<file path="src/rtl/uer_pkg.sv">
// Shared types, codes and constants for the ultrasonic echo ranger.
// Used by every module under rtl/; depends on nothing.
`default_nettype none

package uer_pkg;

    localparam int TICK_W     = 22;
    localparam int WIDTH_W    = 17;
    localparam int DIST_W     = 24;
    localparam int CFG_IDX_W  = 3;
    localparam int CFG_DATA_W = 22;

    localparam int AVG_DEPTH_DEF = 3;

    // register indexes on the write port
    localparam logic [CFG_IDX_W-1:0] REG_TRIG_LOW   = 3'd0;
    localparam logic [CFG_IDX_W-1:0] REG_TRIG_HIGH  = 3'd1;
    localparam logic [CFG_IDX_W-1:0] REG_TIMEOUT    = 3'd2;
    localparam logic [CFG_IDX_W-1:0] REG_MIN_WIDTH  = 3'd3;
    localparam logic [CFG_IDX_W-1:0] REG_MAX_WIDTH  = 3'd4;
    localparam logic [CFG_IDX_W-1:0] REG_SCALE      = 3'd5;
    localparam logic [CFG_IDX_W-1:0] REG_PAUSE      = 3'd6;
    localparam logic [CFG_IDX_W-1:0] REG_ERR_PAUSE  = 3'd7;

    // register reset values
    localparam logic [7:0]        RST_TRIG_LOW  = 8'd4;
    localparam logic [7:0]        RST_TRIG_HIGH = 8'd10;
    localparam logic [15:0]       RST_TIMEOUT   = 16'd30000;
    localparam logic [15:0]       RST_MIN_WIDTH = 16'd100;
    localparam logic [15:0]       RST_MAX_WIDTH = 16'd25000;
    localparam logic [15:0]       RST_SCALE     = 16'd1125;
    localparam logic [TICK_W-1:0] RST_PAUSE     = 22'd200000;
    localparam logic [TICK_W-1:0] RST_ERR_PAUSE = 22'd2000000;

    // result status codes
    localparam logic [1:0] ST_BUSY    = 2'd0;
    localparam logic [1:0] ST_VALID   = 2'd1;
    localparam logic [1:0] ST_NO_ECHO = 2'd2;
    localparam logic [1:0] ST_INVALID = 2'd3;

    typedef enum logic [2:0] {
        PH_TRIG_LOW  = 3'd0,
        PH_TRIG_HIGH = 3'd1,
        PH_WAIT_ECHO = 3'd2,
        PH_MEASURE   = 3'd3,
        PH_PAUSE     = 3'd4
    } t_phase;

    typedef struct packed {
        logic [7:0]        trig_low;
        logic [7:0]        trig_high;
        logic [15:0]       echo_timeout;
        logic [15:0]       min_width;
        logic [15:0]       max_width;
        logic [15:0]       scale;
        logic [TICK_W-1:0] pause;
        logic [TICK_W-1:0] err_pause;
    } t_cfg;

    // per-tick fields that travel unchanged down the pipe
    typedef struct packed {
        logic               trig;
        logic               done;
        logic [1:0]         status;
        logic [WIDTH_W-1:0] width;
    } t_res;

    // first stage output: result fields plus a distance to push
    typedef struct packed {
        t_res              res;
        logic              push;
        logic [DIST_W-1:0] dist_val;
    } t_meas;

endpackage

`default_nettype wire

</file>
<file path="src/rtl/uer_ctrl.sv">
// Trigger / echo sequencer and width-to-distance multiply (first pipe stage).
// Depends on uer_pkg.
`default_nettype none

module uer_ctrl import uer_pkg::*; (
    input  wire logic  i_clk,
    input  wire logic  i_rst_n,
    input  wire logic  i_load,
    input  wire logic  i_echo_level,
    input  wire t_cfg  i_cfg,
    output t_meas      o_meas
);

    t_phase             r_phase, n_phase;
    logic [TICK_W-1:0]  r_tick, n_tick;
    logic [WIDTH_W-1:0] r_width, n_width;
    t_meas              r_meas;

    logic [TICK_W-1:0]  w_tick_inc;
    logic [TICK_W-1:0]  w_tick_dec;
    logic [WIDTH_W-1:0] w_width;
    logic [WIDTH_W-1:0] w_timeout;
    logic               w_trig;
    logic               w_finish;
    logic               w_no_echo;
    logic               w_good;
    logic [32:0]        w_prod;

    assign w_tick_inc = r_tick + TICK_W'(1);
    assign w_tick_dec = (r_tick == '0) ? '0 : r_tick - TICK_W'(1);
    assign w_timeout  = WIDTH_W'(i_cfg.echo_timeout);

    // decode of this tick: trigger drive and end of measurement
    always_comb begin
        w_trig    = 1'b0;
        w_finish  = 1'b0;
        w_no_echo = 1'b0;
        w_width   = '0;
        case (r_phase)
            PH_TRIG_HIGH: begin
                w_trig = 1'b1;
            end
            PH_WAIT_ECHO: begin
                if (i_echo_level) begin
                    w_width  = WIDTH_W'(1);
                    w_finish = (WIDTH_W'(1) > w_timeout);
                end else begin
                    w_no_echo = (w_tick_inc > TICK_W'(i_cfg.echo_timeout));
                end
            end
            PH_MEASURE: begin
                if (i_echo_level) begin
                    w_width  = r_width + WIDTH_W'(1);
                    w_finish = (w_width > w_timeout);
                end else begin
                    w_width  = r_width;
                    w_finish = 1'b1;
                end
            end
            default: begin
            end
        endcase
        w_good = w_finish && !(w_width > WIDTH_W'(i_cfg.max_width) ||
                               w_width < WIDTH_W'(i_cfg.min_width));
    end

    // next state
    always_comb begin
        n_phase = r_phase;
        n_tick  = r_tick;
        n_width = r_width;
        case (r_phase)
            PH_TRIG_HIGH: begin
                n_tick = w_tick_inc;
                if (w_tick_inc >= TICK_W'(i_cfg.trig_high)) begin
                    n_phase = PH_WAIT_ECHO;
                    n_tick  = '0;
                end
            end
            PH_WAIT_ECHO: begin
                if (i_echo_level) begin
                    n_phase = PH_MEASURE;
                    n_width = WIDTH_W'(1);
                    n_tick  = '0;
                end else if (w_no_echo) begin
                    n_phase = (i_cfg.err_pause == '0) ? PH_TRIG_LOW : PH_PAUSE;
                    n_tick  = i_cfg.err_pause;
                end else begin
                    n_tick = w_tick_inc;
                end
            end
            PH_MEASURE: begin
                if (i_echo_level) begin
                    n_width = r_width + WIDTH_W'(1);
                end
            end
            PH_PAUSE: begin
                n_tick = w_tick_dec;
                if (w_tick_dec == '0) begin
                    n_phase = PH_TRIG_LOW;
                end
            end
            default: begin
                // unused codes behave as trigger low
                n_phase = PH_TRIG_LOW;
                n_tick  = w_tick_inc;
                if (w_tick_inc >= TICK_W'(i_cfg.trig_low)) begin
                    n_phase = PH_TRIG_HIGH;
                    n_tick  = '0;
                end
            end
        endcase
        if (w_finish) begin
            n_width = '0;
            if (w_good) begin
                n_phase = (i_cfg.pause == '0) ? PH_TRIG_LOW : PH_PAUSE;
                n_tick  = i_cfg.pause;
            end else begin
                n_phase = PH_TRIG_LOW;
                n_tick  = '0;
            end
        end
    end

    assign w_prod = 33'(w_width) * 33'(i_cfg.scale);

    always_ff @(posedge i_clk) begin
        if (!i_rst_n) begin
            r_phase <= PH_TRIG_LOW;
            r_tick  <= '0;
            r_width <= '0;
        end else if (i_load) begin
            r_phase <= n_phase;
            r_tick  <= n_tick;
            r_width <= n_width;
        end
    end

    always_ff @(posedge i_clk) begin
        if (i_load) begin
            r_meas.res.trig   <= w_trig;
            r_meas.res.done   <= w_finish || w_no_echo;
            r_meas.res.status <= w_no_echo ? ST_NO_ECHO :
                                 !w_finish ? ST_BUSY    :
                                 w_good    ? ST_VALID   : ST_INVALID;
            r_meas.res.width  <= w_finish ? w_width : '0;
            r_meas.push       <= w_good;
            r_meas.dist_val   <= w_prod[DIST_W+7:8];
        end
    end

    assign o_meas = r_meas;

endmodule

`default_nettype wire

</file>
<file path="config.mk">
export PLATFORM = sky130hd
export DESIGN_NAME = uer_ctrl
export DESIGN_NICKNAME = d
export VERILOG_FILES = /design/src/rtl/uer_pkg.sv /design/src/rtl/uer_ctrl.sv
export SDC_FILE = /design/constraint.sdc
export NUM_CORES = 1
export LEC_CHECK = 0
export ABC_AREA = 1
export BUFFER_PORTS_ARGS = -buffer_cell sky130_fd_sc_hd__buf_2
export CORE_AREA = 8 8 134 261
export CTS_CLUSTER_DIAMETER = 50
export DETAILED_ROUTE_END_ITERATION = 10
export DIE_AREA = 0 0 142 269
export PLACE_DENSITY = 0.74
export SLEW_MARGIN = 10
export SYNTH_ARGS = -nofsm -noshare
export SYNTH_HDL_FRONTEND = slang
export SYNTH_SLANG_ARGS = --single-unit
</file>
<file path="constraint.sdc">
create_clock -name i_clk -period 19.4 [get_ports i_clk]
set_clock_uncertainty 0.05 [all_clocks]
set_input_delay 0.97 -clock i_clk [delete_from_list [all_inputs] [get_ports i_clk]]
set_output_delay 0.97 -clock i_clk [all_outputs]
set_load 0.02 [all_outputs]
</file>
==> results.py, run 1 <==
metrics = {
    "cts": {
        "ctsHoldBuffers": 0,
        "cts_tree": "built",
        "path_clk_slew_ns": 0.09,
        "cts_resized": 0,
        "numCtsBuffers": 9,
        "clk_latency_ns": 0.40,
        "cts_buffer_depth": 2,
        "cts.htree.levels": 3,
        "clock_sinks": 88,
        "postCtsSetupRepairBufs": 0,
        "clock-root-buffer": "clkbuf_16",
    },
    "grt": {
        "grt_overflow": 0,
        "grt_pass1_vias": 17607,
        "grt_pass1_wl_um": 96400,
        "grt_max_degree": 45,
        "track_usage": 0.342,
        "antenna_found_initial": 1,
    },
    "drt": {
        "remaining_drc_errors": 0,
        "drtPass1Iterations": 5,
        "wl_per_cell_um": 21.4,
        "drtIter0Drc": 911,
        "wl_um": 63100,
        "vias": 16397,
        "ant_nets": 0,
        "viasPerCell": 5.57,
    },
    "synthesis": {
        "ys_seq_area_frac": 0.130,
        "synth_fp_nets": 2907,
        "yosys_warnings": 0,
        "yosys_most_used_dff": "edfxtp_1",
        "synth_seq_cells": 88,
        "synth_edf_count": 46,
        "synth_area_mm2": 0.0171,
        "netlist_instances": 2393,
        "yosysUniqueCellTypes": 48,
        "async_flop_share": 0,
        "syn_area_per_cell_um2": 7.16,
    },
    "placement": {
        "gp_congestion": 1.02,
        "postPlaceCellArea_mm2": 0.0182,
        "io_buffers": 173,
        "dpl.hpwl_um": 52900,
        "numPlacedInstances": 2925,
    },
    "setup_path": {
        "cp.buffers_inverters": 6,
        "max_stage_delay_ns": 0.60,
        "cp.required_ns": 19.49,
        "path_cells": "buf_2 > inv_1 > or2_2 > nand3_1 > inv_1 > nand2_1 > fa_1 > fa_1 > inv_1 > fa_1 > fa_1 > fa_1 > inv_1 > fa_1 > inv_1 > ha_1 > nand2_1 > nor3_1 > nand2_1 > o21ai_0 > nand3_1 > o211ai_1 > a21oi_1 > xor2_1",
        "path_class": "in -> reg",
        "cp-end-kind": "register",
        "path_max_fanout": 21,
        "crit_path_top_delay_cell": "nand3_1",
        "worstSetupStartpoint": "i_echo_level",
        "reg2reg_slack_ns": 11.09,
        "worst-endpoint-arrival_ns": 8.50,
        "start_kind": "input port",
        "cp_top_family": "adder cells",
        "reg2reg_from": "r_width[0]",
        "crit_top_cell": "fa_1",
    },
    "outcome": {
        "status": "finished, final reports clean",
    },
    "die": {
        "die_w_um": 142,
        "rows": 92,
        "core_area_mm2": 0.0314,
        "die_y_um": 269,
        "die_area_mm2": 0.0382,
        "initial_core_util": 0.545,
        "io_pins": 174,
    },
    "sta": {
        "final_max_slew_viol_count": 0,
        "setup_violations": 0,
        "hold-worst-slack_ns": 0.439,
        "fmax_mhz": 119,
        "rsz0062_at_grt": "false",
        "tightestPinTransition_ns": 1.27,
        "max-slew-margin-rel": 0.150,
        "min_period_ns": 8.41,
        "min_period_over_period": 0.433,
        "tns_ns": 0,
        "finalHoldViolations": 0,
    },
    "power_and_ir_drop": {
        "power_density_mw_per_mm2": 39.7,
        "power.leakage_nw": 9.95,
        "worst_ir_drop_vdd_mv": 0.0544,
    },
    "final_layout": {
        "finalNonFillerCells": 2942,
        "area_delta_synth_final_pct": 8.16,
        "final_layout_size_suffix_gt1_frac": 0.105,
        "regArea_mm2": 0.00222,
        "multi_input_area_mm2": 0.0127,
        "final_cell_area_mm2": 0.0185,
        "nFillCells": 3088,
        "nNetsFinal": 3027,
        "final_core_util": 0.590,
    },
    "min_path": {
        "hold_class": "reg -> reg",
        "holdCritStartpoint": "r_width[10]",
    },
    "run": {
        "maxCapViolCount": 0,
    },
}
## cells in the final DEF, fill, tap and decap left out, types with 46 or more instances in the layout
| cell | count |
|---|---|
| xor2_1 | 47 |
| nand2_1 | 541 |
| ha_1 | 180 |
| a21oi_1 | 108 |
| fa_1 | 206 |
| buf_2 | 173 |
| edfxtp_1 | 46 |
| o21ai_0 | 51 |
| inv_1 | 487 |
| nand3_1 | 128 |
| nor2_1 | 282 |
## cells by family after synthesis
| group | Yosys count | synth area share |
|---|---|---|
| flip-flops | 88 | 0.130 |
| AO/OA/AOI/OAI | 211 | 0.0667 |
| AND/OR/NAND/NOR | 1072 | 0.270 |
| buffers and inverters | 579 | 0.132 |
| XOR/XNOR | 57 | 0.0296 |
| adder cells (fa/ha/maj) | 386 | 0.372 |
## sequential cells by signal (all words and copies together) (netlist names)
name     count
o_meas      46
r_phase      3
r_tick      22
r_width     17
## metrics by stage
step	power, mW	worst slack [ns]
finish	0.735	10.99
global route	0.778	10.44
CTS	0.736	11.04
detailed placement	0.536	10.64
global placement	0.532	10.73
floorplan	0.434	12.23
## final timing paths
kind | end | cells after the start
max | o_meas[20] | 24
min | r_width[10] | 2
max reg2reg | o_meas[20] | 32
min reg2reg | r_width[10] | 2
## final cells by class
cell class	count	share of cell area
Antenna cell	1	0.000135
Inverter	507	0.103
Clock buffer	9	0.0122
Tap cell	423	0.0286
Multi-Input combinational cell	1726	0.683
Timing Repair Buffer	181	0.0500
Sequential cell	88	0.120
Clock inverter	7	0.00378
## layer usage
layer | track usage | routed length (um) | up-vias
met5 | 0 | 0 | -
met2 | 0.658 | 34600 | 703
met4 | 0.347 | 7120 | 0
met3 | 0.0468 | 3050 | 297
li1 | - | - | 7598
met1 | 0.282 | 18300 | 7799
## report_power, final
group	total [mW]	switching [mW]	internal, mW
Clock	0.196	0.105	0.0912
Combinational	0.315	0.217	0.0973
Sequential	0.224	0.0143	0.209
Total	0.735	0.337	0.398
## tightest hold or removal path, delay by kind of cell, from the launching register on
kind               cells  cell delay, ns
DFF                    1            0.33
and+or+nand+nor        1            0.06
AOI/OAI and AO/OA      1            0.05
## cell usage after synthesis (4+ instances only)
| cell type | instances | area share |
|---|---|---|
| nand2_1 | 541 | 0.12 |
| fa_1 | 206 | 0.24 |
| o21ai_1 | 18 | 0.0053 |
| xnor2_1 | 9 | 0.0046 |
| o211ai_1 | 4 | 0.0018 |
| nor2_4 | 12 | 0.0079 |
| nor2_1 | 283 | 0.062 |
| o22ai_1 | 4 | 0.0015 |
| nor3_1 | 22 | 0.0064 |
| inv_2 | 13 | 0.0028 |
| dfxtp_1 | 42 | 0.049 |
| a211oi_1 | 4 | 0.0018 |
| clkbuf_1 | 35 | 0.0077 |
| a21oi_1 | 108 | 0.032 |
| clkinv_1 | 7 | 0.0015 |
| nand4_1 | 33 | 0.012 |
| nand2_2 | 10 | 0.0037 |
| edfxtp_1 | 46 | 0.081 |
| nand3b_1 | 5 | 0.0022 |
| xor2_1 | 47 | 0.024 |
| nor3_2 | 4 | 0.0023 |
| inv_1 | 487 | 0.11 |
| nand3_1 | 128 | 0.037 |
| ha_1 | 180 | 0.13 |
| nor2_2 | 11 | 0.0040 |
| o21ai_0 | 51 | 0.015 |
| o21a_1 | 5 | 0.0022 |
| o21bai_1 | 5 | 0.0022 |
| buf_2 | 18 | 0.0053 |
| buf_1 | 7 | 0.0015 |
| buf_4 | 7 | 0.0031 |
| nor4_1 | 10 | 0.0037 |
| buf_6 | 5 | 0.0033 |
Power figures use the tool's default switching activity.
==> run 2: changes to the inputs <==
ABC_AREA = 0   (was 1)
CORE_AREA = 8 8 130 253   (was 8 8 134 261)
DIE_AREA = 0 0 138 261   (was 0 0 142 269)
PLACE_DENSITY = 0.77   (was 0.74)
clock period = 6.95 ns   (was 19.4 ns; I/O delays follow)
==> results.py, run 2 <==
metrics = {
    "outcome": {
        "status": "complete, but fails checks",
        "violations": "negative setup slack",
    },
    "synthesis": {
        "synth_area_mm2": 0.0160,
        "synth_edf_count": 46,
        "synthTopCellsByCount": "inv_1 (320), nand2_1 (227), fa_1 (206)",
        "synth_top_area_cell": "fa_1",
        "yosysMostFrequentCell": "inv_1",
        "yosys.area.top_type_share": 0.258,
        "ys_seq_area_frac": 0.139,
        "synth_fp_nets": 2380,
        "yosysUniqueCellTypes": 86,
        "netlist_instances": 1866,
        "synth_seq_cells": 88,
        "async_flop_share": 0,
        "syn_area_per_cell_um2": 8.56,
        "yosys_most_used_dff": "edfxtp_1",
        "yosys_warnings": 0,
        "synth_area_leaders": "fa_1 (26%), ha_1 (14%), edfxtp_1 (8.6%)",
    },
    "drt": {
        "ant_nets": 0,
        "vias": 14625,
        "wl_per_cell_um": 19.6,
        "drtPass1Iterations": 6,
        "viasPerCell": 5.83,
        "wl_um": 49300,
        "drtIter0Drc": 1343,
        "remaining_drc_errors": 0,
    },
    "placement": {
        "numPlacedInstances": 2432,
        "dpl.hpwl_um": 37100,
        "io_buffers": 173,
        "gp_congestion": 0.946,
        "place_ws_ns": -0.268,
    },
    "die": {
        "die_y_um": 261,
        "die_area_mm2": 0.0360,
        "core_area_mm2": 0.0297,
        "rows": 90,
        "initial_core_util": 0.537,
        "die_w_um": 138,
        "io_pins": 174,
    },
    "cts": {
        "path_clk_slew_ns": 0.08,
        "clk_latency_ns": 0.39,
        "clock_sinks": 88,
        "numCtsBuffers": 9,
        "clock-root-buffer": "clkbuf_16",
        "cts_buffer_depth": 2,
        "cts.htree.levels": 3,
        "cts_tree": "built",
    },
    "final_layout": {
        "nNetsFinal": 2648,
        "final_layout_size_suffix_gt1_frac": 0.241,
        "area_delta_synth_final_pct": 21.1,
        "finalNonFillerCells": 2508,
        "largest_reg_flops": 46,
        "layout_common_cells": "inv_1 (299), nand2_1 (211), fa_1 (199)",
        "final_common_cell": "inv_1",
    },
    "setup_path": {
        "path_class": "reg -> reg",
        "path_max_fanout": 5,
        "crit_top_cell": "fa_1",
        "max_stage_delay_ns": 0.56,
        "worst-endpoint-arrival_ns": 7.09,
        "crit_path_top_delay_cell": "fa_1",
        "cp-end-kind": "register",
        "cp.required_ns": 7.03,
        "start_kind": "register",
    },
    "grt": {
        "grt_pass1_wl_um": 76600,
        "grt_pass1_vias": 14991,
        "antenna_found_initial": 3,
        "use_met1": 0.323,
        "grt_overflow": 0,
        "grt.busiest_layer": "met2",
        "track_usage": 0.264,
        "grt_max_degree": 52,
        "grt_use_met3": 0.0372,
        "gr-usage-met2": 0.449,
    },
    "run": {
        "maxCapViolCount": 0,
    },
    "min_path": {
        "hold_class": "in -> reg",
    },
    "sta": {
        "min_period_ns": 7.00,
        "max-slew-margin-rel": 0.290,
        "final_max_slew_viol_count": 0,
        "worst_slack_ns": -0.0523,
        "setup_violations": 4,
        "hold-worst-slack_ns": 0.167,
        "rsz0062_at_grt": "true",
        "finalHoldViolations": 0,
        "min_period_over_period": 1.01,
        "fmax_mhz": 143,
        "tightestPinTransition_ns": 1.06,
    },
    "power_and_ir_drop": {
        "worst_ir_drop_vdd_mv": 0.141,
        "power_density_mw_per_mm2": 86.0,
        "power.leakage_nw": 9.38,
        "p_total_mw": 1.66,
    },
}
## run 2: stage by stage
step | instance area (um2) | utilization | setup TNS, ns
after global routing | 19300 | 0.650 | -2.22
after global placement | 17900 | 0.601 | -0.0589
final | 19300 | 0.651 | -0.146
after detailed placement | 17900 | 0.601 | -1.60
after CTS | 18700 | 0.628 | 0
after floorplan | 16100 | - | 0
## run 2: final timing paths
kind / end / depth (start not counted) / slack, ns / from
hold / removal: r_tick[17] / 3 / 0.17 / i_cfg[17]
hold reg to reg: r_width[16] / 1 / 0.48 / r_width[16]
setup reg to reg: o_meas[17] / 29 / -0.05 / r_width[7]
setup / recovery: o_meas[17] / 29 / -0.05 / r_width[7]
## run 2: cell families after synthesis
family,Yosys count,share of synthesized area
adders and majority gates,386,0.399
xor gates and xnor gates,82,0.0450
muxes,11,0.00728
AOI/OAI and AO/OA,241,0.106
and+or+nand+nor,643,0.203
DFF,88,0.139
buffers and inverters,415,0.101
## run 2: power by group
part | leakage, nW | total (mW) | switching [mW] | internal (mW)
Clock | 0.155 | 0.555 | 0.268 | 0.287
Sequential | 0.822 | 0.604 | 0.0367 | 0.568
Combinational | 8.40 | 0.504 | 0.312 | 0.193
Total | 9.38 | 1.66 | 0.616 | 1.05
## run 2: layout make-up
class / count / area, um2
Timing Repair Buffer: 351 / 2330
Clock buffer: 9 / 225
Clock inverter: 7 / 86.3
Tap cell: 368 / 460
Sequential cell: 88 / 2240
Multi-Input combinational cell: 1363 / 12800
Fill cell: 2367 / 10400
Inverter: 321 / 1200
Antenna cell: 1 / 2.50
## run 2: metal layers
| metal | part of all wire | wire [um] |
|---|---|---|
| met1 | 0.38 | 18700 |
| met2 | 0.49 | 24400 |
| met3 | 0.082 | 4060 |
| met4 | 0.043 | 2130 |
| met5 | 0.00037 | 18 |
## run 2: repair_timing
item / 4_1_cts / 5_1_grt
hold buffers: 0 / 0
setup buffers: 27 / 33
cloned: 0 / 1
pin swaps: 64 / 90
setup endpoints to repair: 10 / 13
resized for setup: 56 / 102
## run 2: critical path, delay by kind of cell, from the launching register on
kind,cells,cell delay [ns]
and+or+nand+nor,8,1.22
buffers and inverters,7,0.69
adders and majority gates,7,3.32
DFF,1,0.35
AOI/OAI and AO/OA,5,0.89
xor gates and xnor gates,2,0.22
==> run 3: changes to the inputs <==
SETUP_SLACK_MARGIN = 0.1   (was not set)
==> results.py, run 3 (synthesis results as in run 2) <==
metrics = {
    "outcome": {
        "status": "complete, but fails checks",
        "violations": "negative setup slack",
    },
    "cts": {
        "cts_tree": "built",
        "ctsHoldBuffers": 0,
        "clock_sinks": 88,
        "cts_buffer_depth": 2,
        "cts.htree.levels": 3,
        "numCtsBuffers": 9,
        "clock-root-buffer": "clkbuf_16",
        "path_clk_slew_ns": 0.08,
        "clk_latency_ns": 0.38,
    },
    "setup_path": {
        "cp-end-kind": "register",
        "reg2reg_from": "r_width[0]",
        "path_class": "reg -> reg",
        "r2r_cells": 29,
        "start_kind": "register",
        "reg2reg_slack_ns": -0.07,
        "max_stage_delay_ns": 0.56,
        "cp.required_ns": 7.04,
        "path_max_fanout": 7,
        "crit_path_top_delay_cell": "fa_1",
        "r2r-end": "o_meas[15]",
        "worst-endpoint-arrival_ns": 7.11,
    },
    "power_and_ir_drop": {
        "worst_ir_drop_vdd_mv": 0.106,
        "p_seq_frac": 0.363,
        "power_density_mw_per_mm2": 87.0,
        "p_total_mw": 1.66,
        "cell_internal_pwr_mw": 1.05,
        "p_comb_frac": 0.303,
        "power_switching_mw": 0.611,
        "p_sw_frac": 0.368,
        "power_frac_clock": 0.334,
        "power.leakage_nw": 9.32,
    },
    "final_layout": {
        "regArea_mm2": 0.00224,
        "final_core_util": 0.641,
        "nFillCells": 2476,
        "final_common_cell": "inv_1",
        "multi_input_area_mm2": 0.0127,
        "nNetsFinal": 2630,
        "layout_common_cells": "inv_1 (310), nand2_1 (216), fa_1 (202)",
        "area_delta_synth_final_pct": 19.3,
        "final_layout_size_suffix_gt1_frac": 0.224,
        "largest_reg_flops": 46,
        "diodes": 0,
        "finalNonFillerCells": 2489,
    },
    "drt": {
        "remaining_drc_errors": 0,
        "drtIter0Drc": 1266,
        "wl_per_cell_um": 19.6,
        "vias": 14576,
        "wl_um": 48700,
        "ant_nets": 0,
        "drtPass1Iterations": 5,
        "viasPerCell": 5.86,
    },
    "sta": {
        "min_period_over_period": 1.01,
        "hold-worst-slack_ns": 0.169,
        "min_period_ns": 7.02,
        "setup_violations": 6,
        "final_max_slew_viol_count": 0,
        "finalHoldViolations": 0,
        "tightestPinTransition_ns": 1.04,
        "fmax_mhz": 142,
        "max-slew-margin-rel": 0.306,
        "rsz0062_at_grt": "true",
        "worst_slack_ns": -0.0697,
    },
    "grt": {
        "antenna_found_initial": 0,
        "grt_max_degree": 51,
        "grt_pass1_wl_um": 77800,
        "track_usage": 0.268,
        "grt_pass1_vias": 15203,
        "grt_use_met3": 0.0392,
        "grt.busiest_layer": "met2",
        "use_met1": 0.323,
        "gr-usage-met2": 0.460,
        "grt_overflow": 0,
    },
    "placement": {
        "dpl.hpwl_um": 37200,
        "numPlacedInstances": 2426,
        "place_ws_ns": -0.224,
        "io_buffers": 173,
        "gp_congestion": 0.965,
    },
    "die": {
        "die_area_mm2": 0.0360,
        "core_area_mm2": 0.0297,
        "die_y_um": 261,
        "rows": 90,
        "initial_core_util": 0.537,
        "io_pins": 174,
        "die_w_um": 138,
    },
    "min_path": {
        "holdCritStartpoint": "i_cfg[38]",
        "hold_path_end": "r_tick[16]",
        "hold_class": "in -> reg",
        "min_path_cells": 3,
    },
    "run": {
        "maxCapViolCount": 0,
    },
}
[run 3: per-stage QoR]
| stage | TNS [ns] | area [um2] |
|---|---|---|
| floorplan | 0 | 16100 |
| global placement | -0.0402 | 17900 |
| detailed placement | -1.02 | 17900 |
| CTS | 0 | 18700 |
| global route | -2.50 | 19100 |
| finish | -0.222 | 19100 |
[run 3: repair_timing]
action | CTS | global route
endpoints found under the setup margin | 10 | 17
pin swaps | 55 | 69
resized for setup | 51 | 66
hold endpoints to repair | 0 | 0
setup buffers | 32 | 17
[run 3: area by class of cell]
type / instances / area share
Clock buffer: 9 / 0.0118
Clock inverter: 7 / 0.00446
Inverter: 321 / 0.0632
Multi-Input combinational cell: 1363 / 0.668
Sequential cell: 88 / 0.117
Tap cell: 368 / 0.0242
Timing Repair Buffer: 333 / 0.111
[run 3: worst max-delay path: cells and delay by family (launching register included)]
kind | cells | cell delay [ns]
AOI/OAI and AO/OA | 4 | 0.78
xor gates and xnor gates | 1 | 0.23
adders and majority gates | 8 | 3.54
buffers and inverters | 7 | 0.69
DFF | 1 | 0.39
and+or+nand+nor | 9 | 1.08
[run 3: how the worst max path moves through the flow]
stage / startpoint / end / slack, ns
CTS: r_width[0] / o_meas[20] / 0.08
floorplan: r_width[4] / o_meas[20] / 0.09
finish: r_width[0] / o_meas[15] / -0.07
global route: r_width[0] / o_meas[15] / -0.30
global placement: r_width[4] / o_meas[20] / -0.04
detailed placement: r_width[4] / o_meas[20] / -0.22
[run 3: power groups by stage]
| stage | Combinational (mW) | Clock (mW) | Sequential, mW |
|---|---|---|---|
| finish | 0.502 | 0.554 | 0.603 |
| global route | 0.547 | 0.583 | 0.606 |
| CTS | 0.492 | 0.564 | 0.602 |
| detailed placement | 0.488 | 0 | 0.614 |
| global placement | 0.481 | 0 | 0.614 |
| floorplan | 0.334 | 0 | 0.604 |
[run 3: routing by layer]
| metal | routed length, um | share of wire |
|---|---|---|
| met5 | 0 | 0 |
| met4 | 2310 | 0.047 |
| met3 | 3570 | 0.073 |
| met2 | 24200 | 0.50 |
| met1 | 18600 | 0.38 |
