**config.mk**
```make
export PLATFORM = sky130hd
export DESIGN_NAME = uer_avg
export DESIGN_NICKNAME = d
export VERILOG_FILES = /design/src/rtl/uer_pkg.sv /design/src/rtl/uer_avg.sv
export SDC_FILE = /design/constraint.sdc
export NUM_CORES = 1
export LEC_CHECK = 0
export BUFFER_PORTS_ARGS = -buffer_cell sky130_fd_sc_hd__buf_2
export CELL_PAD_IN_SITES_DETAIL_PLACEMENT = 2
export CELL_PAD_IN_SITES_GLOBAL_PLACEMENT = 2
export CORE_MARGIN = 2
export CORE_UTILIZATION = 39
export CTS_CLUSTER_SIZE = 20
export DETAILED_ROUTE_END_ITERATION = 10
export PLACE_DENSITY_LB_ADDON = 0.1
export SLEW_MARGIN = 30
export SYNTH_ARGS = -nofsm -noshare
export SYNTH_HDL_FRONTEND = slang
export SYNTH_SLANG_ARGS = --single-unit
```
**constraint.sdc**
```tcl
create_clock -name i_clk -period 5.6 [get_ports i_clk]
set_clock_uncertainty 0.1 [all_clocks]
set_input_delay 1.12 -clock i_clk [delete_from_list [all_inputs] [get_ports i_clk]]
set_output_delay 1.12 -clock i_clk [all_outputs]
set_load 0.05 [all_outputs]
```
**src/rtl/uer_pkg.sv**
```systemverilog
// Shared types, codes and constants for the ultrasonic echo ranger.
// Used by every module under rtl/; depends on nothing.
`default_nettype none

package uer_pkg;

    localparam int TICK_W     = 22;
    localparam int WIDTH_W    = 17;
    localparam int DIST_W     = 24;
    localparam int CFG_IDX_W  = 3;
    localparam int CFG_DATA_W = 22;

    localparam int AVG_DEPTH_DEF = 3;

    // register indexes on the write port
    localparam logic [CFG_IDX_W-1:0] REG_TRIG_LOW   = 3'd0;
    localparam logic [CFG_IDX_W-1:0] REG_TRIG_HIGH  = 3'd1;
    localparam logic [CFG_IDX_W-1:0] REG_TIMEOUT    = 3'd2;
    localparam logic [CFG_IDX_W-1:0] REG_MIN_WIDTH  = 3'd3;
    localparam logic [CFG_IDX_W-1:0] REG_MAX_WIDTH  = 3'd4;
    localparam logic [CFG_IDX_W-1:0] REG_SCALE      = 3'd5;
    localparam logic [CFG_IDX_W-1:0] REG_PAUSE      = 3'd6;
    localparam logic [CFG_IDX_W-1:0] REG_ERR_PAUSE  = 3'd7;

    // register reset values
    localparam logic [7:0]        RST_TRIG_LOW  = 8'd4;
    localparam logic [7:0]        RST_TRIG_HIGH = 8'd10;
    localparam logic [15:0]       RST_TIMEOUT   = 16'd30000;
    localparam logic [15:0]       RST_MIN_WIDTH = 16'd100;
    localparam logic [15:0]       RST_MAX_WIDTH = 16'd25000;
    localparam logic [15:0]       RST_SCALE     = 16'd1125;
    localparam logic [TICK_W-1:0] RST_PAUSE     = 22'd200000;
    localparam logic [TICK_W-1:0] RST_ERR_PAUSE = 22'd2000000;

    // result status codes
    localparam logic [1:0] ST_BUSY    = 2'd0;
    localparam logic [1:0] ST_VALID   = 2'd1;
    localparam logic [1:0] ST_NO_ECHO = 2'd2;
    localparam logic [1:0] ST_INVALID = 2'd3;

    typedef enum logic [2:0] {
        PH_TRIG_LOW  = 3'd0,
        PH_TRIG_HIGH = 3'd1,
        PH_WAIT_ECHO = 3'd2,
        PH_MEASURE   = 3'd3,
        PH_PAUSE     = 3'd4
    } t_phase;

    typedef struct packed {
        logic [7:0]        trig_low;
        logic [7:0]        trig_high;
        logic [15:0]       echo_timeout;
        logic [15:0]       min_width;
        logic [15:0]       max_width;
        logic [15:0]       scale;
        logic [TICK_W-1:0] pause;
        logic [TICK_W-1:0] err_pause;
    } t_cfg;

    // per-tick fields that travel unchanged down the pipe
    typedef struct packed {
        logic               trig;
        logic               done;
        logic [1:0]         status;
        logic [WIDTH_W-1:0] width;
    } t_res;

    // first stage output: result fields plus a distance to push
    typedef struct packed {
        t_res              res;
        logic              push;
        logic [DIST_W-1:0] dist_val;
    } t_meas;

endpackage

`default_nettype wire

```
**src/rtl/uer_avg.sv**
```systemverilog
// History of accepted distances with a running sum (second pipe stage).
// Depends on uer_pkg.
`default_nettype none

module uer_avg import uer_pkg::*; #(
    parameter int AVERAGE_DEPTH = AVG_DEPTH_DEF,
    localparam int SumW = DIST_W + $clog2(AVERAGE_DEPTH)
) (
    input  wire logic            i_clk,
    input  wire logic            i_rst_n,
    input  wire logic            i_load,
    input  wire t_meas           i_meas,
    output t_res                 o_res,
    output logic [SumW-1:0]      o_sum,
    output logic [DIST_W-1:0]    o_last
);

    logic [DIST_W-1:0] r_hist [AVERAGE_DEPTH];
    logic [SumW-1:0]   r_sum;
    logic [DIST_W-1:0] r_last;
    t_res              r_res;
    logic [SumW-1:0]   n_sum;

    // newest enters, oldest drops out of the sum
    assign n_sum = r_sum + SumW'(i_meas.dist_val) - SumW'(r_hist[AVERAGE_DEPTH-1]);

    always_ff @(posedge i_clk) begin
        if (!i_rst_n) begin
            for (int i = 0; i < AVERAGE_DEPTH; i++) begin
                r_hist[i] <= '0;
            end
            r_sum  <= '0;
            r_last <= '0;
        end else if (i_load && i_meas.push) begin
            r_hist[0] <= i_meas.dist_val;
            for (int i = 1; i < AVERAGE_DEPTH; i++) begin
                r_hist[i] <= r_hist[i-1];
            end
            r_sum  <= n_sum;
            r_last <= i_meas.dist_val;
        end
    end

    always_ff @(posedge i_clk) begin
        if (i_load) begin
            r_res <= i_meas.res;
        end
    end

    assign o_res  = r_res;
    assign o_sum  = r_sum;
    assign o_last = r_last;

endmodule

`default_nettype wire

```
==> metrics.md, run 1 <==
| Metric | Value |
|---|---|
| Outcome | `complete, no violations` |
| # setup viols final | `0` |
| Arrival time worst endpoint | `between 4 and 5 ns` |
| Die ar. | `about 0.019 sq mm` |
| Root Driver | `clkbuf_16` |
| Worst slew pin tran | `between 0.7 and 0.8 ns` |
| Most common cell after layout, fill and taps aside | `buf_2` |
| Pin count of the biggest net entering global routing | `56` |
| Worst R2R End | `o_sum[22]` |
| Overall Power | `about 3.6 mW` |
| Max-cap violation count | `0` |
| Reg-to-Reg Start | `o_sum[0]` |
| Clk buf depth | `2` |
| Synth Instances | `between 600 and 700` |
| CP Capture Type | `flip-flop` |
| Peak VDD IR | `around 0.23 mV` |
| Reg2Reg Depth | `14` |
| Register area | `around 0.0038 sq mm` |
| Via density | `a little over 5` |
| Antenna Nets Post-Route | `0` |
| Postcts setup bufs | `0` |
| Post-synth EDFFs | `93` |
| Cts repair resizes | `0` |
| Most frequent cells in the layout | `buf_2, inv_1, edfxtp_1` |
| CP top delay family | `compound AO/OA/AOI/OAI gates` |
| Die Y-Extent | `between 100 and 150 um` |
| IO Pins | `between 100 and 150` |
| CTS tree | `yes` |
| Buffers & Inverters on Critical Path | `2` |
| Mean Syn Cell Area | `11.1 sq um` |
| Slowest-stage cell, CP | `fa_1` |
| Initial antenna violation count | `0` |
| 1st-pass router iterations | `4` |
| Clock Latency Late Sink | `roughly 0.43 ns` |
| #FFs+latches synth | `143` |
| PwrDens | `between 400 and 500 mW/mm^2` |
| Critical path's largest stage delay | `around 0.54 ns` |
| RSZ-0062 raised after global routing | `no` |
| Fin. max-slew vios | `0` |
| Nets@finish | `849` |
| Synth cell types | `between 50 and 60` |
| Worst Setup EP | `o_sum[22]` |
| Starting DRT DRC Count | `about 220` |
| Vias in the first global route | `around 5700` |
| Core area | `roughly 0.017 sq mm` |
| Final Critical Period | `around 4.0 ns` |
| Relative slew margins | `between 40% and 50%` |
| Multi-input logic area | `roughly 0.0027 sq mm` |
| DRC | `0` |
| Initial core utilization | `roughly two fifths` |
| Synth Warn # | `0` |
| Row count | `48` |
| Crit Path Class | `in -> reg` |
| Setup TNS | `0 ns` |
| Post-synthesis sequential area ratio | `roughly 55%` |
| Fraction of final layout cells sized beyond drive strength 1 | `21.5%` |
| Grt total ovfl | `0` |
| Via count | `roughly 5100` |
| Top_reg_cell synth | `edfxtp_1` |
| Fill count | `about 1800` |
| Crit share post-route | `70.8%` |
| Crit path from | `i_meas[1]` |
| CP required | `5.86 ns` |
| Crit Path Max Fanout | `3` |
| Routed wire length | `slightly below 20 mm` |
| Clock sink total | `roughly 140` |
| Port-buffer cells | `roughly 120` |
| Worst Hold Depth | `1` |
| CP most frequent cell | `fa_1` |
| HP Class | `reg -> reg` |
| Worst Setup Start Kind | `primary input` |
| First-pass GRT wire length | `30.7 mm` |
| Asr flop ratio synth | `0%` |
| Reg clk slew, reported paths | `roughly 0.060 ns` |
| Post-synthesis cell area | `around 0.0069 sq mm` |
| Setup Slack @ Placement | `roughly 1.2 ns` |
| Die width | `between 100 and 150 um` |
| Gr usage total | `a little over a fifth` |
| Hold-fix buffers, CTS | `0` |
| RD Place Congestion | `0.811` |
| CP Cell Sequence | `buf_2, inv_1, fa_1, fa_1, and2b_1, o21a_2, o21ai_2, a211o_1, and2_4, o311a_1, or4_1, a31oi_1` |
| Reg2Reg Setup Slack | `1.94 ns` |
| CTS buffer count | `17` |
| Layout area overhead | `21.3%` |
| Antenna cells | `0` |
| Leak | `between 3 and 4 nW` |
| H-tree levels | `4` |
| Min Hold Slack | `0.348 ns` |
| Final Hold Fails | `0` |
| Syn_nets | `between 700 and 800` |
| Final core occ | `between 40% and 50%` |
| DP HPWL | `roughly 13 mm` |
| Wire length per cell | `slightly below 20 um` |
| Fin worst setup slack | `~1.6 ns` |
| Critical Path Stages | `12` |
| Max frequency | `roughly 0.25 GHz` |
-- sequential cells by signal (all words and copies together) (netlist names) --
name	flops
o_sum	26
o_res	21
o_last	24
r_hist	72
-- power by group --
part	internal [mW]	switching, mW	total (mW)
Clock	0.709	0.482	1.19
Combinational	0.374	0.752	1.13
Sequential	1.22	0.0519	1.27
Total	2.30	1.29	3.59
-- synthesized netlist by cell type (2+ instances only) --
cell       number  share of area [%]
dfxtp_1        50                 14
nor2b_1         2               0.18
xor2_1          6               0.76
o22ai_1         4               0.36
o2111ai_1       4               0.51
o31ai_1         2               0.22
a221o_1         3               0.43
o211ai_1        2               0.22
nand3b_1        2               0.22
ha_1           26                4.7
and3_1          3               0.27
xnor2_1         4               0.51
a311oi_1        4               0.51
o21a_1          6               0.65
o211a_1         2               0.29
a211oi_1        2               0.22
a21boi_0        6               0.65
nor4_1          4               0.36
inv_1         105                5.7
o21bai_1        2               0.22
a21oi_1        18                1.3
a31oi_1         3               0.27
edfxtp_1       93                 40
fa_1           24                6.9
nor3_1          9               0.65
or3_1           2               0.18
and2_1         61                5.5
clkbuf_1       16               0.87
a211o_1         2               0.25
or2_2           3               0.27
nor2_1         38                2.1
nand3_1        11               0.80
nand2_1        26                1.4
o21ai_0        24                1.7
a21o_1         32                3.5
-- worst min path at each step --
stage,from,endpoint,slack [ns]
after floorplan,r_hist[0][0],r_hist[0][24],0.40
after global placement,o_last[6],o_last[6],0.33
after detailed placement,o_last[14],o_last[14],0.33
after CTS,o_last[23],o_last[23],0.35
after global routing,o_last[23],o_last[23],0.36
final,o_last[6],o_last[6],0.35
-- kinds of logic after synthesis --
family	share of synthesized area, %
AO/OA/AOI/OAI	12.8
XOR/XNOR	1.27
adder cells (fa/ha/maj)	11.6
buffers and inverters	6.67
flip-flops	54.8
AND/OR/NAND/NOR	12.8
-- metal layers --
metal	GRT usage, %	vias to the layer above	part of all wire [%]
met5	0	-	0
met4	7.33	0	1.7
met3	4.75	27	3.7
met2	40.3	95	54
met1	25.3	2549	41
li1	-	2379	-
-- area by class of cell --
| cell class | count | share of cell area [%] |
|---|---|---|
| inverter | 106 | 4.74 |
| tap | 225 | 3.35 |
| timing repair buffer | 126 | 7.72 |
| clock buffer | 18 | 5.11 |
| clock inverter | 14 | 2.17 |
| sequential | 143 | 45.2 |
| multi-input combinational | 356 | 31.7 |
-- metrics by stage --
stage	instance area, sq um	instances
final	8400	988
after global routing	8400	988
after CTS	8400	988
after detailed placement	7790	956
after global placement	7790	956
after floorplan	6920	622
(Power assumes the default switching activity.)
==> inputs of run 2 (changes only) <==
--- a/config.mk
+++ b/config.mk
@@ -5,11 +5,12 @@
 export SDC_FILE = /design/constraint.sdc
 export NUM_CORES = 1
 export LEC_CHECK = 0
+export ABC_AREA = 1
 export BUFFER_PORTS_ARGS = -buffer_cell sky130_fd_sc_hd__buf_2
 export CELL_PAD_IN_SITES_DETAIL_PLACEMENT = 2
 export CELL_PAD_IN_SITES_GLOBAL_PLACEMENT = 2
 export CORE_MARGIN = 2
-export CORE_UTILIZATION = 39
+export CORE_UTILIZATION = 34
 export CTS_CLUSTER_SIZE = 20
 export DETAILED_ROUTE_END_ITERATION = 10
 export PLACE_DENSITY_LB_ADDON = 0.1
==> constraint.sdc (replaced) <==
create_clock -name i_clk -period 4 [get_ports i_clk]
set_clock_uncertainty 0.1 [all_clocks]
set_input_delay 0.8 -clock i_clk [delete_from_list [all_inputs] [get_ports i_clk]]
set_output_delay 0.8 -clock i_clk [all_outputs]
set_load 0.05 [all_outputs]
==> metrics.md, run 2 <==
| Metric | Value |
|---|---|
| # setup viols final | `0 (unchanged)` |
| IO Pins | `120 (unchanged)` |
| Root Driver | `clkbuf_16 (unchanged)` |
| Worst Hold Depth | `2 (was 1)` |
| Syn_nets | `995 (was 721)` |
| Synth Instances | `896 (was 622)` |
| Postcts setup bufs | `0 (unchanged)` |
| Fraction of final layout cells sized beyond drive strength 1 | `17.6% (was 21.5%)` |
| Top cell type's share of synthesized area | `37.2% (was 40.3%)` |
| Most frequent cell after synthesis | `inv_1 (unchanged)` |
| First-pass GRT wire length | `35.8 mm (was 30.7 mm)` |
| Gate power share | `33.5% (was 31.4%)` |
| Area leader, netlist | `edfxtp_1 (unchanged)` |
| Leak | `4.57 nW (was 3.98 nW)` |
| Post-synth top cells | `inv_1, nand2_1, nor2_1 (was inv_1, edfxtp_1, and2_1)` |
| Die width | `153 um (was 137 um)` |
| Crit Path Class | `in -> reg (unchanged)` |
| Top reg by flops | `r_hist (unchanged)` |
| Synth cell types | `26 (was 56)` |
| Sequential share of power | `35.0% (was 35.4%)` |
| Cell internal pwr | `3.02 mW (was 2.30 mW)` |
| Pin count of the biggest net entering global routing | `66 (was 56)` |
| Crit share post-route | `slightly above 70%` |
| Initial core utilization | `34.5% (was 40.0%)` |
| Post-synthesis sequential area ratio | `50.6% (was 54.8%)` |
| Sw Pwr | `2.01 mW (was 1.29 mW)` |
| Crit Path Max Fanout | `5 (was 3)` |
| Die ar. | `0.0233 sq mm (was 0.0188 sq mm)` |
| CP Capture Type | `flip-flop (unchanged)` |
| Most common cell after layout, fill and taps aside | `inv_1 (was buf_2)` |
| CTS tree | `yes (unchanged)` |
| Antenna cells | `0 (unchanged)` |
| DRC | `0 (unchanged)` |
| CP required | `4.19 ns (was 5.86 ns)` |
| Hold-fix buffers, CTS | `0 (unchanged)` |
| Critical path's largest stage delay | `0.54 ns (about the same)` |
| Vias in the first global route | `6632 (was 5706)` |
| Setup TNS | `0 ns (unchanged)` |
| Net Sw Frac | `40.0% (was 35.8%)` |
| Most frequent cells in the layout | `inv_1, nand2_1, buf_2 (was buf_2, inv_1, edfxtp_1)` |
| Final Critical Period | `2.84 ns` |
| Slowest-stage cell, CP | `fa_1 (unchanged)` |
| Via density | `4.56 (was 5.11)` |
| 1st-pass router iterations | `4 (unchanged)` |
| Via count | `6012 (was 5050)` |
| Min Hold Slack | `0.358 ns (was 0.348 ns)` |
| Initial antenna violation count | `0 (unchanged)` |
| Mean Syn Cell Area | `8.37 sq um (was 11.1 sq um)` |
| CTS buffer count | `17 (unchanged)` |
| Gr usage total | `19.7% (was 22.0%)` |
| Final core occ | `41.5% (was 48.6%)` |
| Core area | `0.0218 sq mm (was 0.0173 sq mm)` |
| Relative slew margins | `52.5% (was 47.1%)` |
| H-tree levels | `4 (unchanged)` |
| Largest cells by area after synthesis | `edfxtp_1, dfxtp_1, inv_1, nand2_1, fa_1 (was edfxtp_1, dfxtp_1, fa_1, inv_1, and2_1)` |
| RSZ-0062 raised after global routing | `no (unchanged)` |
| Number of flip-flops in the largest register | `72 (unchanged)` |
| Synth Warn # | `0 (unchanged)` |
| Clk buf depth | `2 (unchanged)` |
| Fin. max-slew vios | `0 (unchanged)` |
| CP most frequent cell | `nand2_1 (was fa_1)` |
| DP HPWL | `16.6 mm (was 12.9 mm)` |
| #FFs+latches synth | `143 (unchanged)` |
| Post-synthesis cell area | `0.00750 sq mm (was 0.00692 sq mm)` |
| Worst slew pin tran | `0.712 ns (was 0.792 ns)` |
| HP Class | `reg -> reg (unchanged)` |
| Reg clk slew, reported paths | `0.07 ns (was 0.06 ns)` |
| Cts repair resizes | `0 (unchanged)` |
| Clock sink total | `143 (unchanged)` |
| Row count | `54 (was 48)` |
| Outcome | `complete, no violations (unchanged)` |
| Max frequency | `roughly 0.35 GHz` |
| Top_reg_cell synth | `edfxtp_1 (unchanged)` |
| Clk network pwr share | `31.5% (was 33.2%)` |
| Routed wire length | `21.6 mm (was 19.5 mm)` |
| Overall Power | `5.03 mW (was 3.59 mW)` |
| Max-cap violation count | `0 (unchanged)` |
| Grt total ovfl | `0 (unchanged)` |
| Nets@finish | `1125 (was 849)` |
| Clock Latency Late Sink | `0.43 ns (about the same)` |
| Port-buffer cells | `119 (unchanged)` |
| Worst Setup Start Kind | `primary input (unchanged)` |
| Asr flop ratio synth | `0% (unchanged)` |
| Post-synth EDFFs | `93 (unchanged)` |
| Starting DRT DRC Count | `215 (was 221)` |
| Die Y-Extent | `153 um (was 137 um)` |
| Antenna Nets Post-Route | `0 (unchanged)` |
| Final Hold Fails | `0 (unchanged)` |
| CP Cell Sequence | `buf_2, inv_1, fa_1, inv_1, ha_1, nand2_1, nand2_1, inv_1, nand2_1, nand2_1, nand2_2, a21oi_1, nand2_1, nand2_1, o22ai_1 (was buf_2, inv_1, fa_1, fa_1, and2b_1, o21a_2, o21ai_2, a211o_1, and2_4, o311a_1, or4_1, a31oi_1)` |
| Peak VDD IR | `0.288 mV (was 0.231 mV)` |
| Reg2Reg Depth | `14 (unchanged)` |
| PwrDens | `557 mW/mm^2 (was 427 mW/mm^2)` |
| RD Place Congestion | `0.801 (was 0.811)` |
| Wire length per cell | `16.4 um (was 19.7 um)` |
| Arrival time worst endpoint | `3.03 ns (was 4.23 ns)` |
| Layout area overhead | `20.4% (was 21.3%)` |
==> run 2: cell types whose count changed after synthesis, sizes merged, moves of 5 or more <==
| cell | before | now |
|---|---|---|
| clkbuf | 16 | 5 |
| o21ai | 25 | 48 |
| nand2 | 26 | 217 |
| buf | 1 | 11 |
| nor3 | 9 | 2 |
| o21a | 7 | 0 |
| and2 | 62 | 0 |
| a21o | 32 | 1 |
| a21boi | 6 | 0 |
| inv | 105 | 242 |
| nor2 | 38 | 110 |
| nand4 | 1 | 6 |
| nand3 | 11 | 27 |
==> run 2: cell type report <==
type	count	area [sq um]
fill	2520	12700
tap	280	350
clock inverter	14	144
clock buffer	18	439
multi-input combinational	495	2720
inverter	242	910
timing repair buffer	127	668
sequential	143	3790
==> run 2: power groups by stage <==
stage	clock network, mW	registers (mW)	logic, mW
after global routing	1.68	1.77	1.92
after detailed placement	0	1.80	1.70
after global placement	0	1.79	1.65
final	1.59	1.76	1.68
after CTS	1.63	1.76	1.72
after floorplan	0	2.02	0.951
==> run 2: worst max-delay path, delay by kind of cell <==
family,cells,cell delay [ns]
fa+ha+maj,2,0.90
buf+inv,4,0.23
simple gates,7,0.72
compound gates,2,0.36
==> run 2: logic make-up after synthesis <==
family,after synthesis,share of synthesized area [%]
buf+inv,258,13.1
simple gates,365,20.0
compound gates,78,5.36
xor+xnor,2,0.234
fa+ha+maj,50,10.7
flops,143,50.6
==> run 2: metal layers <==
| metal | share of wire (%) | GRT usage [%] |
|---|---|---|
| met1 | 46 | 25.5 |
| met2 | 50 | 34.5 |
| met3 | 3.0 | 3.53 |
| met4 | 0.85 | 4.23 |
| met5 | 0 | 0 |
==> run 2: final timing paths <==
path                   from  slack, ns         to
setup / recovery  i_meas[3]       1.16  o_sum[16]
hold / removal    o_last[8]       0.36  o_last[8]
setup reg to reg   o_sum[0]       1.30  o_sum[16]
hold reg to reg   o_last[8]       0.36  o_last[8]
==> run 2: metrics by stage <==
| stage | setup WS, ns | instances | instance area [sq um] |
|---|---|---|---|
| finish | 1.16 | 1319 | 9030 |
| global route | 0.923 | 1319 | 9030 |
| CTS | 1.12 | 1319 | 9030 |
| detailed placement | 0.687 | 1287 | 8450 |
| global placement | 0.726 | 1287 | 8450 |
| floorplan | 1.24 | 896 | 7500 |
==> inputs of run 3 (changes only) <==
==> constraint.sdc (replaced) <==
create_clock -name i_clk -period 2.9 [get_ports i_clk]
set_clock_uncertainty 0.1 [all_clocks]
set_input_delay 0.58 -clock i_clk [delete_from_list [all_inputs] [get_ports i_clk]]
set_output_delay 0.58 -clock i_clk [all_outputs]
set_load 0.05 [all_outputs]
==> metrics.md, run 3 (same netlist as run 2, synthesis figures left out) <==
| Metric | Value |
|---|---|
| Slowest-stage cell, CP | `fa_1 (unchanged)` |
| Crit Path Max Fanout | `5 (unchanged)` |
| Worst R2R End | `o_sum[16] (unchanged)` |
| CP top delay family | `adder cells (unchanged)` |
| 1st-pass router iterations | `4 (unchanged)` |
| CP Cell Sequence | `inv_1, fa_1, inv_1, ha_1, buf_4, nand2_1, inv_1, a21oi_1, nand2_2, a21oi_1, nand2_1, nand2_1, o22ai_1 (was buf_2, inv_1, fa_1, inv_1, ha_1, nand2_1, nand2_1, inv_1, nand2_1, nand2_1, nand2_2, a21oi_1, nand2_1, nand2_1, o22ai_1)` |
| Routed wire length | `22.8 mm (was 21.6 mm)` |
| Crit share post-route | `between 90% and 100%` |
| Fraction of final layout cells sized beyond drive strength 1 | `21.1% (was 17.6%)` |
| Final Hold Fails | `0 (unchanged)` |
| Final instance area | `0.00942 sq mm (was 0.00903 sq mm)` |
| First-pass GRT wire length | `37.1 mm (was 35.8 mm)` |
| CP Capture Type | `flip-flop (unchanged)` |
| Most common cell after layout, fill and taps aside | `inv_1 (unchanged)` |
| Outcome | `complete, no violations (unchanged)` |
| Relative slew margins | `63.7% (was 52.5%)` |
| Pin count of the biggest net entering global routing | `88 (was 66)` |
| PwrDens | `786 mW/mm^2 (was 557 mW/mm^2)` |
| Postcts setup bufs | `0 (unchanged)` |
| Port-buffer cells | `119 (unchanged)` |
| Area after DPL | `0.00879 sq mm (was 0.00845 sq mm)` |
| IO Pins | `120 (unchanged)` |
| Arrival time worst endpoint | `2.91 ns (was 3.03 ns)` |
| Reg2Reg Setup Slack | `0.20 ns (was 1.30 ns)` |
| Hold path startpoint | `i_meas[39] (was o_last[8])` |
| Hold EP | `o_res[14] (was o_last[8])` |
| Cts repair resizes | `0 (unchanged)` |
| Critical path's largest stage delay | `0.51 ns (was 0.54 ns)` |
| Antenna Nets Post-Route | `0 (unchanged)` |
| Die Y-Extent | `153 um (unchanged)` |
| Max-cap violation count | `0 (unchanged)` |
| Starting DRT DRC Count | `127 (was 215)` |
| Number of flip-flops in the largest register | `72 (unchanged)` |
| Die ar. | `0.0233 sq mm (unchanged)` |
| # setup viols final | `0 (unchanged)` |
| Worst Setup Start Kind | `flip-flop (was primary input)` |
| Worst slew pin tran | `0.545 ns (was 0.712 ns)` |
| DP HPWL | `17.0 mm (was 16.6 mm)` |
| Crit Path Class | `reg -> reg (was in -> reg)` |
| Top reg by flops | `r_hist (unchanged)` |
| HP Class | `in -> reg (was reg -> reg)` |
| Max frequency | `0.370 GHz` |
| Grt total ovfl | `0 (unchanged)` |
| CTS buffer count | `17 (unchanged)` |
| RSZ-0062 raised after global routing | `no (unchanged)` |
| Die width | `153 um (unchanged)` |
| Clock Latency Late Sink | `0.43 ns (about the same)` |
| Via count | `6217 (was 6012)` |
| Hold-fix buffers, CTS | `0 (unchanged)` |
| Nets@finish | `1167 (was 1125)` |
| Initial core utilization | `34.5% (unchanged)` |
| Most frequent cells in the layout | `inv_1, nand2_1, buf_2 (unchanged)` |
| RD Place Congestion | `0.788 (was 0.801)` |
| Antenna cells | `0 (unchanged)` |
| Gr usage total | `20.4% (was 19.7%)` |
| Clk buf depth | `2 (unchanged)` |
| Wire length per cell | `16.8 um (was 16.4 um)` |
| Core area | `0.0218 sq mm (unchanged)` |
| Initial antenna violation count | `0 (unchanged)` |
| Buffers & Inverters on Critical Path | `4 (unchanged)` |
| Reg2Reg Depth | `13 (was 14)` |
| Via density | `4.57 (was 4.56)` |
| CP required | `3.10 ns (was 4.19 ns)` |
| Final Critical Period | `2.70 ns` |
| Layout area overhead | `25.5% (was 20.4%)` |
| H-tree levels | `4 (unchanged)` |
| Vias in the first global route | `6952 (was 6632)` |
| Fin. max-slew vios | `0 (unchanged)` |
| Reg-to-Reg Start | `o_sum[6] (was o_sum[0])` |
| Leak | `4.79 nW (was 4.57 nW)` |
| Overall Power | `7.40 mW (was 5.03 mW)` |
| DRC | `0 (unchanged)` |
| Row count | `54 (unchanged)` |
| Reg clk slew, reported paths | `0.07 ns (about the same)` |
| CTS tree | `yes (unchanged)` |
| Clock sink total | `143 (unchanged)` |
| Worst Hold Depth | `1 (was 2)` |
| Root Driver | `clkbuf_16 (unchanged)` |
| Peak VDD IR | `0.364 mV (was 0.288 mV)` |
[run 3: how the worst max path moves through the flow]
stage | endpoint | cells after the start | from
finish | o_sum[16] | 13 | o_sum[6]
global route | o_sum[12] | 14 | o_sum[1]
CTS | o_sum[22] | 14 | o_sum[14]
detailed placement | o_sum[22] | 15 | i_meas[1]
global placement | o_sum[22] | 15 | i_meas[1]
floorplan | o_sum[12] | 13 | o_sum[1]
[run 3: power by group]
part	leakage, nW	internal, mW	switching (mW)
combinational	3.12	0.844	1.76
sequential	1.38	2.34	0.0790
clock	0.291	1.40	0.968
total	4.79	4.59	2.81
[run 3: layout make-up]
class | instances | area [sq um]
Sequential cell | 143 | 3790
Clock inverter | 13 | 178
Inverter | 242 | 910
Clock buffer | 19 | 443
Fill cell | 2551 | 12300
Multi-Input combinational cell | 495 | 2730
Timing Repair Buffer | 169 | 1010
Tap cell | 280 | 350
[run 3: worst reg2reg max path: cells and delay by family, from the launching register on]
family	cells	cell delay (ns)
fa+ha+maj	2	0.85
compound gates	3	0.55
buf+inv	4	0.34
simple gates	4	0.41
flops	1	0.33
[run 3: per-layer routing]
layer  vias up  part of all wire (%)  track usage [%]
met1      3061                    46             25.6
met5         -                     0                0
met4         0                  0.96             4.32
met2        93                    50             36.7
li1       3044                     -                -
met3        19                   2.9             3.78
[run 3: per-stage QoR]
stage	TNS, ns	worst slack (ns)	hold slack, ns	instances	utilization, %
finish	0	0.196	0.224	1361	43.3
global route	0	0.00689	0.202	1361	43.3
CTS	0	0.116	0.202	1361	43.2
detailed placement	-1.32	-0.222	0.342	1329	40.4
global placement	-0.508	-0.159	0.335	1329	40.4
floorplan	0	0.237	0.419	896	-
